[config.mk]
export PLATFORM = sky130hd
export DESIGN_NAME = tts_queue
export DESIGN_NICKNAME = d
export VERILOG_FILES = /design/src/rtl/tts_pkg.sv /design/src/rtl/tts_queue.sv
export SDC_FILE = /design/constraint.sdc
export NUM_CORES = 1
export LEC_CHECK = 0
export BUFFER_PORTS_ARGS = -buffer_cell sky130_fd_sc_hd__clkbuf_2
export CORE_AREA = 2 2 179 146
export CTS_CLUSTER_SIZE = 28
export DETAILED_ROUTE_END_ITERATION = 8
export DIE_AREA = 0 0 181 148
export SYNTH_ARGS = -nofsm -noshare
export SYNTH_HDL_FRONTEND = slang
export SYNTH_SLANG_ARGS = --single-unit
[constraint.sdc]
create_clock -name i_clk -period 3.22 [get_ports i_clk]
set_input_delay 0.483 -clock i_clk [delete_from_list [all_inputs] [get_ports i_clk]]
set_output_delay 0.483 -clock i_clk [all_outputs]
set_load 0.02 [all_outputs]
[src/rtl/tts_pkg.sv]
// ----------------------------------------------------------------------------
// tts_pkg
// Shared types, register codes and helpers for the tiled texture swizzle
// and box downscale block.
// ----------------------------------------------------------------------------
package tts_pkg;

    localparam int QUEUE_DEPTH = 4;
    localparam int QUEUE_PTR_W = 2;
    localparam int QUEUE_CNT_W = 3;
    localparam int CFG_IDX_W   = 3;
    localparam int CFG_DATA_W  = 16;

    localparam logic [CFG_IDX_W-1:0] CFG_TILES_ACROSS  = 3'd0;
    localparam logic [CFG_IDX_W-1:0] CFG_STORED_WIDTH  = 3'd1;
    localparam logic [CFG_IDX_W-1:0] CFG_STORED_HEIGHT = 3'd2;
    localparam logic [CFG_IDX_W-1:0] CFG_DOWNSHIFT     = 3'd3;
    localparam logic [CFG_IDX_W-1:0] CFG_RECT_X        = 3'd4;
    localparam logic [CFG_IDX_W-1:0] CFG_RECT_Y        = 3'd5;
    localparam logic [CFG_IDX_W-1:0] CFG_RECT_WIDTH    = 3'd6;
    localparam logic [CFG_IDX_W-1:0] CFG_RECT_HEIGHT   = 3'd7;

    // One classified sample on its way to the accumulator.
    typedef struct packed {
        logic [31:0] texel;
        logic [10:0] dx;
        logic [19:0] addr;
        logic        first;
        logic        last;
    } t_item;

    typedef struct packed {
        logic                   full;
        logic                   empty;
        logic [QUEUE_CNT_W-1:0] count;
    } t_q_status;

    typedef enum logic [2:0] {
        BK_IDLE,
        BK_ACC,
        BK_DIV,
        BK_OUT
    } t_back_state;

    // Interleave x and y bits inside an 8x8 tile, x in the even positions.
    function automatic logic [5:0] morton3(input logic [2:0] x, input logic [2:0] y);
        morton3 = {y[2], x[2], y[1], x[1], y[0], x[0]};
    endfunction

    // Rectangle size: zero acts as one, anything above 8192 as 8192.
    function automatic logic [13:0] rect_dim(input logic [13:0] v);
        if (v == 14'd0) begin
            rect_dim = 14'd1;
        end else if (v > 14'd8192) begin
            rect_dim = 14'd8192;
        end else begin
            rect_dim = v;
        end
    endfunction

endpackage

[src/rtl/tts_queue.sv]
// ----------------------------------------------------------------------------
// tts_queue
// Short FIFO of classified samples between the front and the back.
// ----------------------------------------------------------------------------
module tts_queue (
    input  logic               i_clk,
    input  logic               i_rst_n,
    input  logic               i_push,
    input  tts_pkg::t_item     i_item,
    input  logic               i_pop,
    output tts_pkg::t_item     o_item,
    output tts_pkg::t_q_status o_status
);

    tts_pkg::t_item                      r_mem [tts_pkg::QUEUE_DEPTH];
    logic [tts_pkg::QUEUE_PTR_W-1:0]     r_wr;
    logic [tts_pkg::QUEUE_PTR_W-1:0]     r_rd;
    logic [tts_pkg::QUEUE_CNT_W-1:0]     r_cnt;

    assign o_item         = r_mem[r_rd];
    assign o_status.count = r_cnt;
    assign o_status.full  = (r_cnt == tts_pkg::QUEUE_CNT_W'(tts_pkg::QUEUE_DEPTH));
    assign o_status.empty = (r_cnt == '0);

    always_ff @(posedge i_clk) begin
        if (i_push) begin
            r_mem[r_wr] <= i_item;
        end
    end

    always_ff @(posedge i_clk) begin
        if (!i_rst_n) begin
            r_wr  <= '0;
            r_rd  <= '0;
            r_cnt <= '0;
        end else begin
            if (i_push) begin
                r_wr <= r_wr + 1'b1;
            end
            if (i_pop) begin
                r_rd <= r_rd + 1'b1;
            end
            if (i_push && !i_pop) begin
                r_cnt <= r_cnt + 1'b1;
            end else if (!i_push && i_pop) begin
                r_cnt <= r_cnt - 1'b1;
            end
        end
    end

endmodule

## Word-level counts from Yosys, hierarchy flattened

Memories as Yosys holds them, arrays and structs flattened. A register that Yosys moved wholly into a read port is not among the register bits.
Index checks and enable logic that the tools add are counted.

| storage, ports and cells | value |
|---|---|
| output and inout port bits | 70 |
| input bits | 69 |
| bits in registers | 7 |
| memories kept | 1 |
| RAM bits | 260 |

Memory list:

| memory | words | width | read ports | clocked after Yosys merged registers in | write ports | line | source |
|---|---|---|---|---|---|---|---|
| r_mem | 4 | 65 | 1 | 1 | 1 | tts_queue.sv:15 | `tts_pkg::t_item r_mem [tts_pkg::QUEUE_DEPTH];` |

| cells by class | value |
|---|---|
| reductions and logical operators | 6 |
| equal/unequal tests | 1 |
| mux-type cells | 6 |
| add/subtract/negate cells | 4 |

Operators by type and width:

| operator | number |
|---|---|
| two-way mux 3 bit | 2 |
| adder 2 x 1 -> 2 bit (second input constant) | 2 |
| two-way mux 2 bit | 2 |
| adder 3 x 1 -> 3 bit (second input constant) | 1 |
| == test 3 bit (second input constant) | 1 |
| logical NOT 3 bit | 1 |
| subtractor 3 x 1 -> 3 bit (second input constant) | 1 |
| logical AND 1 bit | 2 |
| logical NOT 1 bit | 2 |
| two-way mux 1 bit | 2 |
| nonzero test 2 bit | 1 |

## Depth between registers and ports, before layout

| depth | value |
|---|---|
| word-level depth | 4 |
| gate-level depth with buffers | 7 |

## Worst setup path after synthesis

OpenSTA, ideal clock, no wires.

| timing path | value |
|---|---|
| path kind | flip-flop to flip-flop |
| start point | reg r_wr[0] (netlist bit) |
| end point | mem r_mem[0][0] (netlist bit) (enable) |
| library setup time | 430 ps |
| data required time | 2790 ps |
| stages on the path, launching flop included | 4 |
| path slack | 722 ps |
| data arrival time | 2069 ps |
| path buffers | 0 |
| path through | dfxtp_1 inv_1 ha_1 and2_1 |

RTL lines:

| what | line | source |
|---|---|---|
| start, declared | tts_queue.sv:16 | `logic [tts_pkg::QUEUE_PTR_W-1:0] r_wr;` |
| start signal, assigned | tts_queue.sv:38 | `r_wr <= r_wr + 1'b1;` |
| end, declared | tts_queue.sv:15 |  |

Straight into the memory's write port.

==> impl_metrics.yaml <==
timing:
  finalCritPeriodShare_pct: 86.6
  final_max_slew_viol_count: 0
  rsz0062_at_grt: "false"
  report.final.hold_viol_count: 0
  highest_clock_frequency_the_design_can_meet_mhz: 358
  min_period_ps: 2790
  worst-slew-pin-transition_ps: 558
  tns_ps: 0
  final.setup_skew_ps: 18.5
  setup_violators_final: 0
  max_slew_margin_pct: 62.8
cells_and_area:
  layout.core_utilization_pct: 47.4
  finalNetCount: 617
  final_cell_area_sq_um: 11800
  area.growth.synth_to_final_pct: 19.9
  most-common-layout-cells: "sky130_fd_sc_hd__edfxtp_1 (260), sky130_fd_sc_hd__clkbuf_2 (138), sky130_fd_sc_hd__mux4_2 (65)"
  post_route_cells_drive_above_1_share_pct: 45.0
  layout_commonest_cell: "sky130_fd_sc_hd__edfxtp_1"
  n_fill_cell: 2076
min_path:
  hold_class: "input pin to register"
  min_from: "i_item[6]"
  min_delay_path_depth: 1
  min_to: "r_mem[1][6]"
setup_path:
  setup.worst_path.end_class: "output pin"
  timing.critical_path.required_ps: 2740
  crit_path_max_delay_family: "buffers and inverters"
  critical_path_depth: 3
  r2r_slack_ps: 1440
  critical_path_buf_inv_count: 2
  launching_element_type_of_the_critical_path: "register"
  crit_type: "register to output pin"
  crit_chain: "buf_4 > mux4_2 > clkbuf_2"
  critical_path.slowest_cell: "sky130_fd_sc_hd__dfxtp_4"
  worstPathMaxFanout: 18
  rr_endpoint: "r_mem[2][5]"
  worst_r2r_startpoint: "r_wr[0]"
  slowest_delay_ps: 580
  r2r.worst_path.cells: 4
  timing.critical_path.arrival_ps: 2310
logic_synthesis:
  async_reset_ff_share_pct: 0
  seq_area_frac_synth_pct: 80.9
  ys_warn_count: 0
  count_of_flip_flops_with_a_built_in_enable_after_synthesis: 260
  post_synth_num_cell_types: 22
  avgSynthCellArea_sq_um: 25.8
  postSynthNetCount: 457
  synth-seq-cells: 269
  ys.flop_type: "sky130_fd_sc_hd__edfxtp_1"
  syn_area_sq_um: 9870
  netlist_instances: 382
cts:
  worst_setup_hold_path_clk_slew_ps: 60
  cts_hold_buf: 0
  clock_tree.root_cell: "sky130_fd_sc_hd__clkbuf_16"
  ctsLongestPathBuffers: 3
  cts_max_level: 1
  cts_sinks: 269
  clk_latency_ps: 530
  tritoncts: "yes"
  cts_resized: 0
  post-cts-setup-buffer-count: 0
  numCtsBuffers: 27
floorplan:
  floorplan.die.width_um: 181
  core.rowCount: 52
  die_height_um: 148
  core_area_sq_um: 25000
  io_pins: 139
  fp.dieArea_sq_um: 26800
  starting_density_of_the_core_pct: 39.5
power_and_ir_drop:
  netSwitchingFraction_pct: 22.0
  power_frac_clock_pct: 38.7
  worst_ir_drop_vdd_mv: 0.366
  switchingPower_w: 0.00177
  power.internal_w: 0.00628
  pwr-share-seq_pct: 50.9
  pwr_density_cell_nw_per_um2: 680
  cellLeakagePower_nw: 4.00
  combPwrFrac_pct: 10.5
route:
  detail_route.first_pass.iterations: 4
  drt-vias-per-instance: 5.12
  via_count: 4508
  final_routed_drc_violation_total: 0
  routed_wirelength_um: 18700
  wl_per_cell_um: 21.2
  detail_route.iter0.violations: 243
  antenna_violating_nets_post_route: 0
outcome:
  outcome: "completed"
global_route:
  grt_start_max_net_pins: 36
  grt-ovfl-total: 0
  grt_antenna_before_repair: 3
  globalRouteTotalUtil_pct: 14.2
  grt_pass1_wl_um: 28800
  grt_pass1_vias: 4946
placed_design:
  gpl.final_weighted_congestion: 0.710
  dpl-instance-area_sq_um: 11000
  dpl.hpwl_um: 11300
  port-buffer-count: 138
job:
  timing.max_cap.violations: 0
==> worst max-delay path by stage <==
stage               slack (ps)          end
floorplan                  720  r_mem[0][0]
CTS                        340   o_item[33]
global route               260   o_item[33]
finish                     430   o_item[45]
global placement           950   o_item[34]
detailed placement         910   o_item[43]
==> layer usage <==
layer	up-vias	track usage [%]	routed length, um
li1	1947	-	-
met1	2388	19.2	8160
met2	144	22.8	8710
met3	25	4.51	1430
met4	4	3.37	358
met5	-	0	28
==> per-stage QoR <==
step / total power [W] / instances / hold slack (ps) / setup slack, ps
after global routing: 0.00836 / 880 / 151 / 264
after floorplan: 0.00471 / 382 / 528 / 722
final: 0.00805 / 881 / 175 / 430
after global placement: 0.00500 / 837 / 496 / 950
after detailed placement: 0.00503 / 837 / 552 / 914
after CTS: 0.00816 / 880 / 145 / 336
==> logic make-up (layout without fill, tap and decap cells) <==
group           Yosys count  count (layout)  share of synthesized area [%]
mux                      67              67                           15.0
fa+ha+maj                 6               6                          0.837
flops                   269             269                           80.9
xor+xnor                  5               5                          0.444
other cells               0               1                              0
compound gates            2               2                          0.127
buf+inv                  18             192                           1.70
simple gates             15              15                          0.925
==> registers in the layout, indices dropped and copies added (netlist names), named ones only <==
register and flops:
r_mem 260, r_cnt 3, r_rd 2, r_wr 2
==> layout make-up <==
type | instances | area (sq um) | area share, %
Clock inverter | 13 | 185 | 1.56
Tap cell | 324 | 405 | 3.43
Multi-Input combinational cell | 95 | 1720 | 14.6
Inverter | 4 | 15.0 | 0.127
Antenna cell | 1 | 2.50 | 0.0211
Clock buffer | 30 | 687 | 5.81
Timing Repair Buffer | 145 | 818 | 6.92
Sequential cell | 269 | 8000 | 67.6
==> power by group through the flow <==
stage	Clock, W	Combinational, W	Sequential [W]
after detailed placement	0	0.000858	0.00417
after global routing	0.00334	0.000906	0.00411
final	0.00311	0.000842	0.00409
after CTS	0.00320	0.000860	0.00410
after floorplan	0	0.000574	0.00414
after global placement	0	0.000838	0.00416
==> cell usage after synthesis (all sizes together), types with 2 or more instances <==
cell type	n	area (sq um)
nor2b	2	12.5
edfxtp	260	7810
xor2	3	26.3
mux4	65	1460
mux2i	2	20.0
buf	13	149
ha	5	62.6
dfxtp	9	180
and2	9	56.3
inv	4	15.0
xnor2	2	17.5
No activity file was read; power rests on OpenSTA's default activity.
