--- src/rtl/tts_pkg.sv ---
// ----------------------------------------------------------------------------
// tts_pkg
// Shared types, register codes and helpers for the tiled texture swizzle
// and box downscale block.
// ----------------------------------------------------------------------------
package tts_pkg;

    localparam int QUEUE_DEPTH = 4;
    localparam int QUEUE_PTR_W = 2;
    localparam int QUEUE_CNT_W = 3;
    localparam int CFG_IDX_W   = 3;
    localparam int CFG_DATA_W  = 16;

    localparam logic [CFG_IDX_W-1:0] CFG_TILES_ACROSS  = 3'd0;
    localparam logic [CFG_IDX_W-1:0] CFG_STORED_WIDTH  = 3'd1;
    localparam logic [CFG_IDX_W-1:0] CFG_STORED_HEIGHT = 3'd2;
    localparam logic [CFG_IDX_W-1:0] CFG_DOWNSHIFT     = 3'd3;
    localparam logic [CFG_IDX_W-1:0] CFG_RECT_X        = 3'd4;
    localparam logic [CFG_IDX_W-1:0] CFG_RECT_Y        = 3'd5;
    localparam logic [CFG_IDX_W-1:0] CFG_RECT_WIDTH    = 3'd6;
    localparam logic [CFG_IDX_W-1:0] CFG_RECT_HEIGHT   = 3'd7;

    // One classified sample on its way to the accumulator.
    typedef struct packed {
        logic [31:0] texel;
        logic [10:0] dx;
        logic [19:0] addr;
        logic        first;
        logic        last;
    } t_item;

    typedef struct packed {
        logic                   full;
        logic                   empty;
        logic [QUEUE_CNT_W-1:0] count;
    } t_q_status;

    typedef enum logic [2:0] {
        BK_IDLE,
        BK_ACC,
        BK_DIV,
        BK_OUT
    } t_back_state;

    // Interleave x and y bits inside an 8x8 tile, x in the even positions.
    function automatic logic [5:0] morton3(input logic [2:0] x, input logic [2:0] y);
        morton3 = {y[2], x[2], y[1], x[1], y[0], x[0]};
    endfunction

    // Rectangle size: zero acts as one, anything above 8192 as 8192.
    function automatic logic [13:0] rect_dim(input logic [13:0] v);
        if (v == 14'd0) begin
            rect_dim = 14'd1;
        end else if (v > 14'd8192) begin
            rect_dim = 14'd8192;
        end else begin
            rect_dim = v;
        end
    endfunction

endpackage

--- src/rtl/tts_front.sv ---
// ----------------------------------------------------------------------------
// tts_front
// Holds the configuration, tracks the raster position and classifies each
// texel: kept or dropped, first and last sample of its block, word address.
// ----------------------------------------------------------------------------
module tts_front #(
    parameter int MAX_STORED_WIDTH = 1024,
    parameter int MAX_DOWNSHIFT    = 3
) (
    input  logic                           i_clk,
    input  logic                           i_rst_n,
    input  logic                           i_valid,
    output logic                           o_ready,
    input  logic [31:0]                    i_src_texel,
    input  logic                           i_cfg_valid,
    output logic                           o_cfg_ready,
    input  logic [tts_pkg::CFG_IDX_W-1:0]  i_cfg_index,
    input  logic [tts_pkg::CFG_DATA_W-1:0] i_cfg_data,
    input  logic                           i_q_full,
    output logic                           o_push,
    output tts_pkg::t_item                 o_item
);

    localparam int          SH_CAP = (MAX_DOWNSHIFT > 3) ? 3 : MAX_DOWNSHIFT;
    localparam logic [1:0]  SH_MAX = 2'(SH_CAP);

    logic [7:0]  r_tiles_across;
    logic [10:0] r_stored_width;
    logic [10:0] r_stored_height;
    logic [1:0]  r_downshift;
    logic [12:0] r_rect_x;
    logic [12:0] r_rect_y;
    logic [13:0] r_rect_width;
    logic [13:0] r_rect_height;
    logic [12:0] r_col;
    logic [12:0] r_row;
    logic [12:0] n_col;
    logic [12:0] n_row;

    logic [13:0] w;
    logic [13:0] h;
    logic [1:0]  sh;
    logic [2:0]  mask;
    logic [13:0] sx;
    logic [13:0] sy;
    logic [13:0] dx;
    logic [13:0] dy;
    logic [13:0] col_inc;
    logic [13:0] row_inc;
    logic        keep;
    logic [15:0] tile_prod;
    logic [16:0] tile;
    logic        accept;
    logic        cfg_accept;

    assign o_ready     = !i_q_full;
    assign o_cfg_ready = 1'b1;
    assign accept      = i_valid && o_ready;
    assign cfg_accept  = i_cfg_valid;

    always_comb begin
        w       = tts_pkg::rect_dim(r_rect_width);
        h       = tts_pkg::rect_dim(r_rect_height);
        sh      = (r_downshift > SH_MAX) ? SH_MAX : r_downshift;
        mask    = 3'((4'd1 << sh) - 4'd1);
        sx      = {1'b0, r_rect_x} + {1'b0, r_col};
        sy      = {1'b0, r_rect_y} + {1'b0, r_row};
        dx      = sx >> sh;
        dy      = sy >> sh;
        col_inc = {1'b0, r_col} + 14'd1;
        row_inc = {1'b0, r_row} + 14'd1;
        keep    = (dx < {3'b0, r_stored_width}) && (dx < 14'(MAX_STORED_WIDTH)) &&
                  (dy < {3'b0, r_stored_height});

        tile_prod = dy[10:3] * r_tiles_across;
        tile      = {1'b0, tile_prod} + {9'b0, dx[10:3]};

        o_item.texel = i_src_texel;
        o_item.dx    = dx[10:0];
        o_item.addr  = {tile[13:0], tts_pkg::morton3(dx[2:0], dy[2:0])};
        o_item.first = ((r_row == 13'd0) || ((sy[2:0] & mask) == 3'd0)) &&
                       ((r_col == 13'd0) || ((sx[2:0] & mask) == 3'd0));
        o_item.last  = ((row_inc >= h) || ((sy[2:0] & mask) == mask)) &&
                       ((col_inc >= w) || ((sx[2:0] & mask) == mask));
        o_push       = accept && keep;

        n_col = r_col;
        n_row = r_row;
        if (accept) begin
            if (col_inc >= w) begin
                n_col = 13'd0;
                n_row = (row_inc >= h) ? 13'd0 : row_inc[12:0];
            end else begin
                n_col = col_inc[12:0];
            end
        end
    end

    always_ff @(posedge i_clk) begin
        if (!i_rst_n) begin
            r_tiles_across  <= 8'd1;
            r_stored_width  <= 11'd8;
            r_stored_height <= 11'd8;
            r_downshift     <= 2'd0;
            r_rect_x        <= 13'd0;
            r_rect_y        <= 13'd0;
            r_rect_width    <= 14'd1;
            r_rect_height   <= 14'd1;
            r_col           <= 13'd0;
            r_row           <= 13'd0;
        end else if (cfg_accept) begin
            // Any register write restarts the upload at the top left.
            r_col <= 13'd0;
            r_row <= 13'd0;
            case (i_cfg_index)
                tts_pkg::CFG_TILES_ACROSS:  r_tiles_across  <= i_cfg_data[7:0];
                tts_pkg::CFG_STORED_WIDTH:  r_stored_width  <= i_cfg_data[10:0];
                tts_pkg::CFG_STORED_HEIGHT: r_stored_height <= i_cfg_data[10:0];
                tts_pkg::CFG_DOWNSHIFT:     r_downshift     <= i_cfg_data[1:0];
                tts_pkg::CFG_RECT_X:        r_rect_x        <= i_cfg_data[12:0];
                tts_pkg::CFG_RECT_Y:        r_rect_y        <= i_cfg_data[12:0];
                tts_pkg::CFG_RECT_WIDTH:    r_rect_width    <= i_cfg_data[13:0];
                tts_pkg::CFG_RECT_HEIGHT:   r_rect_height   <= i_cfg_data[13:0];
                default: begin
                end
            endcase
        end else begin
            r_col <= n_col;
            r_row <= n_row;
        end
    end

endmodule

--- config.mk ---
export PLATFORM = sky130hd
export DESIGN_NAME = tts_front
export DESIGN_NICKNAME = d
export VERILOG_FILES = /design/src/rtl/tts_pkg.sv /design/src/rtl/tts_front.sv
export SDC_FILE = /design/constraint.sdc
export NUM_CORES = 1
export LEC_CHECK = 0
export ABC_CLOCK_PERIOD_IN_PS = 8600
export BUFFER_PORTS_ARGS = -buffer_cell sky130_fd_sc_hd__buf_2
export CAP_MARGIN = 10
export CORE_ASPECT_RATIO = 2
export CORE_UTILIZATION = 60
export DETAILED_ROUTE_END_ITERATION = 8
export MAX_ROUTING_LAYER = met4
export PLACE_DENSITY = 0.82
export SLEW_MARGIN = 10
export SYNTH_ARGS = -nofsm -noshare
export SYNTH_HDL_FRONTEND = slang
export SYNTH_SLANG_ARGS = --single-unit
--- constraint.sdc ---
create_clock -name i_clk -period 8.6 [get_ports i_clk]
set_input_delay 0 -clock i_clk [delete_from_list [all_inputs] [get_ports i_clk]]
set_output_delay 0 -clock i_clk [all_outputs]
set_load 0.1 [all_outputs]
# [After elaboration in Yosys (flattened, before gate mapping)]
# Index checks and enable logic that the tools add are counted.
[totals] inputBits=56 regBits=112 out_inout_bits=68
[classes] reduce_logical=28 order_cmp=8 addsub=6 shifts=3 multipliers=1 eq_ne=9 n_mux=7 n_bitwise=3
[ops] op="14-bit two-way mux" count=4
[ops] op="13-bit by 1-bit adder with 14-bit output (second input constant)" count=2
[ops] op="13-bit by 13-bit adder with 14-bit output" count=2
[ops] op="14-bit >= comparator" count=2
[ops] op="14-bit greater-than comparator (second input constant)" count=2
[ops] op="14-bit zero test" count=2
[ops] op="14-bit by 11-bit less-than comparator with 1-bit output" count=2
[ops] op="14-bit by 2-bit right shift with 14-bit output" count=2
[ops] op="13-bit zero test" count=2
[ops] op="13-bit two-way mux" count=2
[ops] op="2-bit AND reduction" count=9
[ops] op="14-bit by 8-bit adder with 14-bit output" count=1
[ops] op="14-bit by 11-bit less-than comparator with 1-bit output (second input constant)" count=1
[ops] op="8-bit by 8-bit multiplier with 14-bit output" count=1
[ops] op="3-bit equality test (second input constant)" count=4
[ops] op="3-bit zero test" count=3
[ops] op="3-bit AND" count=2
[ops] op="3-bit by 2-bit equality test with 1-bit output (second input constant)" count=2
[ops] op="3-bit equality test" count=2
[ops] op="1-bit logical AND" count=6
[ops] op="1-bit logical OR" count=4
[ops] op="3-bit by 1-bit equality test with 1-bit output (second input constant)" count=1
[ops] op="1-bit by 2-bit left shift with 3-bit output (first input constant)" count=1
[ops] op="3-bit by 1-bit subtractor with 3-bit output (second input constant)" count=1
[ops] op="5 further kinds" count=5

# [Depth between registers and ports, before layout]
[logic_depth] ltp_word=8 mapped_depth=28

# [Worst setup path before layout]
# Ideal clock, no wire load.
[synth_timing] kind="flip-flop to output port" startpoint="register r_col[0]" endpoint="output port o_push" stages_incl_launch_ff=17 path_buffers=0 arrival_time_ps=9251 slack_ps=-651 required_time_ps=8600 path_cell_list="dfxtp_1 ha_1 inv_1 fa_1 nor2b_1 o31a_1 o211ai_1 nand3b_1 xor2_1 mux2i_1 mux2i_1 ha_1 and4_1 a22o_1 nor4_1 nand4_1 a2111oi_0"
[synth_rtl] item="start, declared" line_no="tts_front.sv:35" rtl="logic [12:0] r_col;"
[synth_rtl] item="start signal, assigned" line_no="tts_front.sv:128" rtl="r_col <= n_col;"
[synth_rtl] item="end, declared" line_no="tts_front.sv:20" rtl="output logic o_push,"

==> run metrics <==
CTS tree=yes; Final HPWL DP=21,400 um; clk_skew=0.00909 ns; CTS resizes=0; starting density of the core=60.9%; Routed Antenna Nets=0; total power=1160 uW; # port buffers=56; ant diodes=0; Slew @ Worst Pin=1.03 ns; sequential fraction of the synthesis area=21.4%; synth unique cells=75; Final Max Slew Viols=0; synthesized net count=1,529; CP required=8.60 ns; synthesis-to-layout area growth=4.37%; part of the cycle the worst path needs=90.8%; Pwr Density=106 mW/mm^2; maximum vdd drop=0.000112 V; Mean Syn Cell Area=7.93 sq um; fill cell count=1,511; Final Setup Violations=0; GRT Total Usage=32.4%; largest net degree at the start of global routing=89; Clock Tree Buf Depth=2; RSZ-0062 raised after global routing=no; ys async rst share=0%; hold_ws=0.0000386 ns; Ys Warns=0; layout cells sized above 1=7.98%; Die H=189 um; total of max-cap violations=0; Fin. Hold Viols=0; initial antenna violation count=0; num rows=68; cell area after synthesis=0.0105 sq mm; Routed WL=27,400 um; vias in the first global route=9,450; Mapped Cells=1,321; H-tree level count=3; Num CTS Buffers=9; Post-synth top flop=dfxtp_1; worst stage delay on the critical path=0.52 ns; worst hold path type=in -> out; outcome=finished, final reports clean; crit path capture type=primary output; GRT overflow=0; DRT Pass-1 Iters=7; CORE AREA=0.0172 sq mm; Nets=1,519; setup TNS=0 ns; Clock Sinks=112; Worst Path Arrival=7.81 ns; EDFF count, synth=0; Crit Path Class=reg -> out; Clk Latency, worst-skew pair=0.37 ns; root buffer cell=clkbuf_16; post-DR vias/cell=6.12; FF+latch count, synth=112; Period minus WS final=7.81 ns; Pleak=0.00492 uW; CP dominant cell by count=fa_1; CP startpoint kind=register; Reg clk slew, reported paths=0.08 ns; sequential cell area=0.00224 sq mm; Via Count=9,342; GP Congestion=0.899; area occupied by multi-input gates=0.00731 sq mm; DRT iter0 DRCs=463; Rel. slew slack=31.3%; Crit-path slowest cell=mux2i_1; DIE AREA=0.0180 sq mm; maximum clock frequency=128 MHz; Die Wd=95.4 um; first-pass GRT wire length=44,200 um; routed len/inst=17.9 um; worst-path maximum fanout=8; Remaining DRCs=0; I/O pin cnt=124
==> synth_stat cells (all sizes together), types with 8 or more instances <==
library cell  count  area (sq um)
nand2           259           975
dfxtp           112          2240
inv             112           420
ha              107          1340
a21boi           80           604
a21oi            53           265
buf              46           320
clkbuf           46           174
fa               45           901
and2             43           269
nor2             41           154
o21ai            41           209
xnor2            30           263
mux2i            28           280
nand3            24           133
a21o             21           158
xor2             20           175
nand4            17           106
and3             16           100
nor2b            16           100
nor3             14          75.1
a211oi           13          97.6
nor4             13          81.3
or3              12          75.1
o211ai           10          75.1
o22ai            10          62.6
mux2              8          90.1
==> cells in the final DEF (no fill, tap or decap), types with 7 or more instances in the layout <==
cell type  instances
a211oi_1          13
a21boi_0          72
a21boi_1           7
a21o_1            21
a21oi_1           53
and2_1            43
and3_1            16
buf_2             56
buf_4             12
clkbuf_16          9
dfxtp_1          112
fa_1              45
ha_1             107
inv_1            112
mux2_2             8
mux2i_1           28
nand2_1          258
nand2b_1           7
nand3_1           23
nand4_1           17
nor2_1            41
nor2b_1           16
nor3_1            13
nor4_1            13
o211ai_1          10
o21a_1             7
o21ai_0           28
o21ai_1           12
o22ai_1           10
or3_1             12
xnor2_1           30
xor2_1            20
==> final timing paths <==
path	start	to	slack [ns]	cells after the start
hold / removal	i_src_texel[11]	o_item[44]	0.00004	0
setup reg to reg	r_col[0]	r_col[0]	4.92	12
setup / recovery	r_row[0]	o_item[21]	0.79	28
hold reg to reg	r_stored_height[4]	r_stored_height[4]	0.47	2
==> report_power, final <==
group          internal, uW  switching [uW]
Clock                   204             222
Sequential              527            7.26
Combinational          56.9             146
==> timing repair <==
action / 4_1_cts / 5_1_grt
hold buffers: 3 / 0
endpoints found under the hold margin: 10 / 0
setup buffers: 0 / 0
==> cells by family after synthesis <==
family / synth area share [%]
fa+ha+maj: 21.4
mux: 3.97
other cells: 0.0358
buf+inv: 8.77
compound gates: 18.5
simple gates: 21.7
xor+xnor: 4.18
flops: 21.4
==> layer usage <==
layer / vias up / routed length, um / GRT usage [%]
li1: 4460 / - / -
met1: 4450 / 9620 / 30.4
met2: 298 / 14300 / 56.2
met3: 134 / 1130 / 3.90
met4: 0 / 2280 / 27.7
met5: - / 0 / -
==> sequential cells by signal, indices dropped and copies added, names as in the netlist, 11 cells and up <==
register / cells
r_rect_height: 14
r_rect_width: 14
r_col: 13
r_rect_x: 13
r_rect_y: 13
r_row: 13
r_stored_height: 11
r_stored_width: 11
==> critical path, delay by kind of cell, from the launching register on <==
| kind | cells | cell delay [ns] |
|---|---|---|
| adder cells (fa/ha/maj) | 7 | 2.89 |
| AO/OA/AOI/OAI | 7 | 1.58 |
| buffers and inverters | 5 | 0.68 |
| multiplexers | 2 | 0.68 |
| XOR/XNOR | 3 | 0.61 |
| AND/OR/NAND/NOR | 4 | 0.53 |
| flip-flops | 1 | 0.46 |
==> stage by stage <==
step | setup WS [ns] | instances | util (%) | cell area (sq um)
5_1_grt | 0.150 | 1526 | 63.6 | 10900
3_5_place_dp | 1.18 | 1507 | 61.8 | 10600
4_1_cts | 0.787 | 1526 | 63.6 | 10900
2_1_floorplan | 0.281 | 1321 | - | 10500
6_report | 0.790 | 1526 | 63.6 | 10900
3_3_place_gp | 1.32 | 1507 | 61.8 | 10600
==> final cells by class <==
| cell class | instances | area share, % |
|---|---|---|
| clock buffers | 9 | 2.06 |
| clock inverters | 7 | 0.572 |
| inverters | 113 | 3.88 |
| multi-input cells | 1004 | 66.9 |
| flip-flops and latches | 112 | 20.5 |
| well taps | 210 | 2.40 |
| repair buffers | 71 | 3.66 |
(Power assumes the default switching activity.)
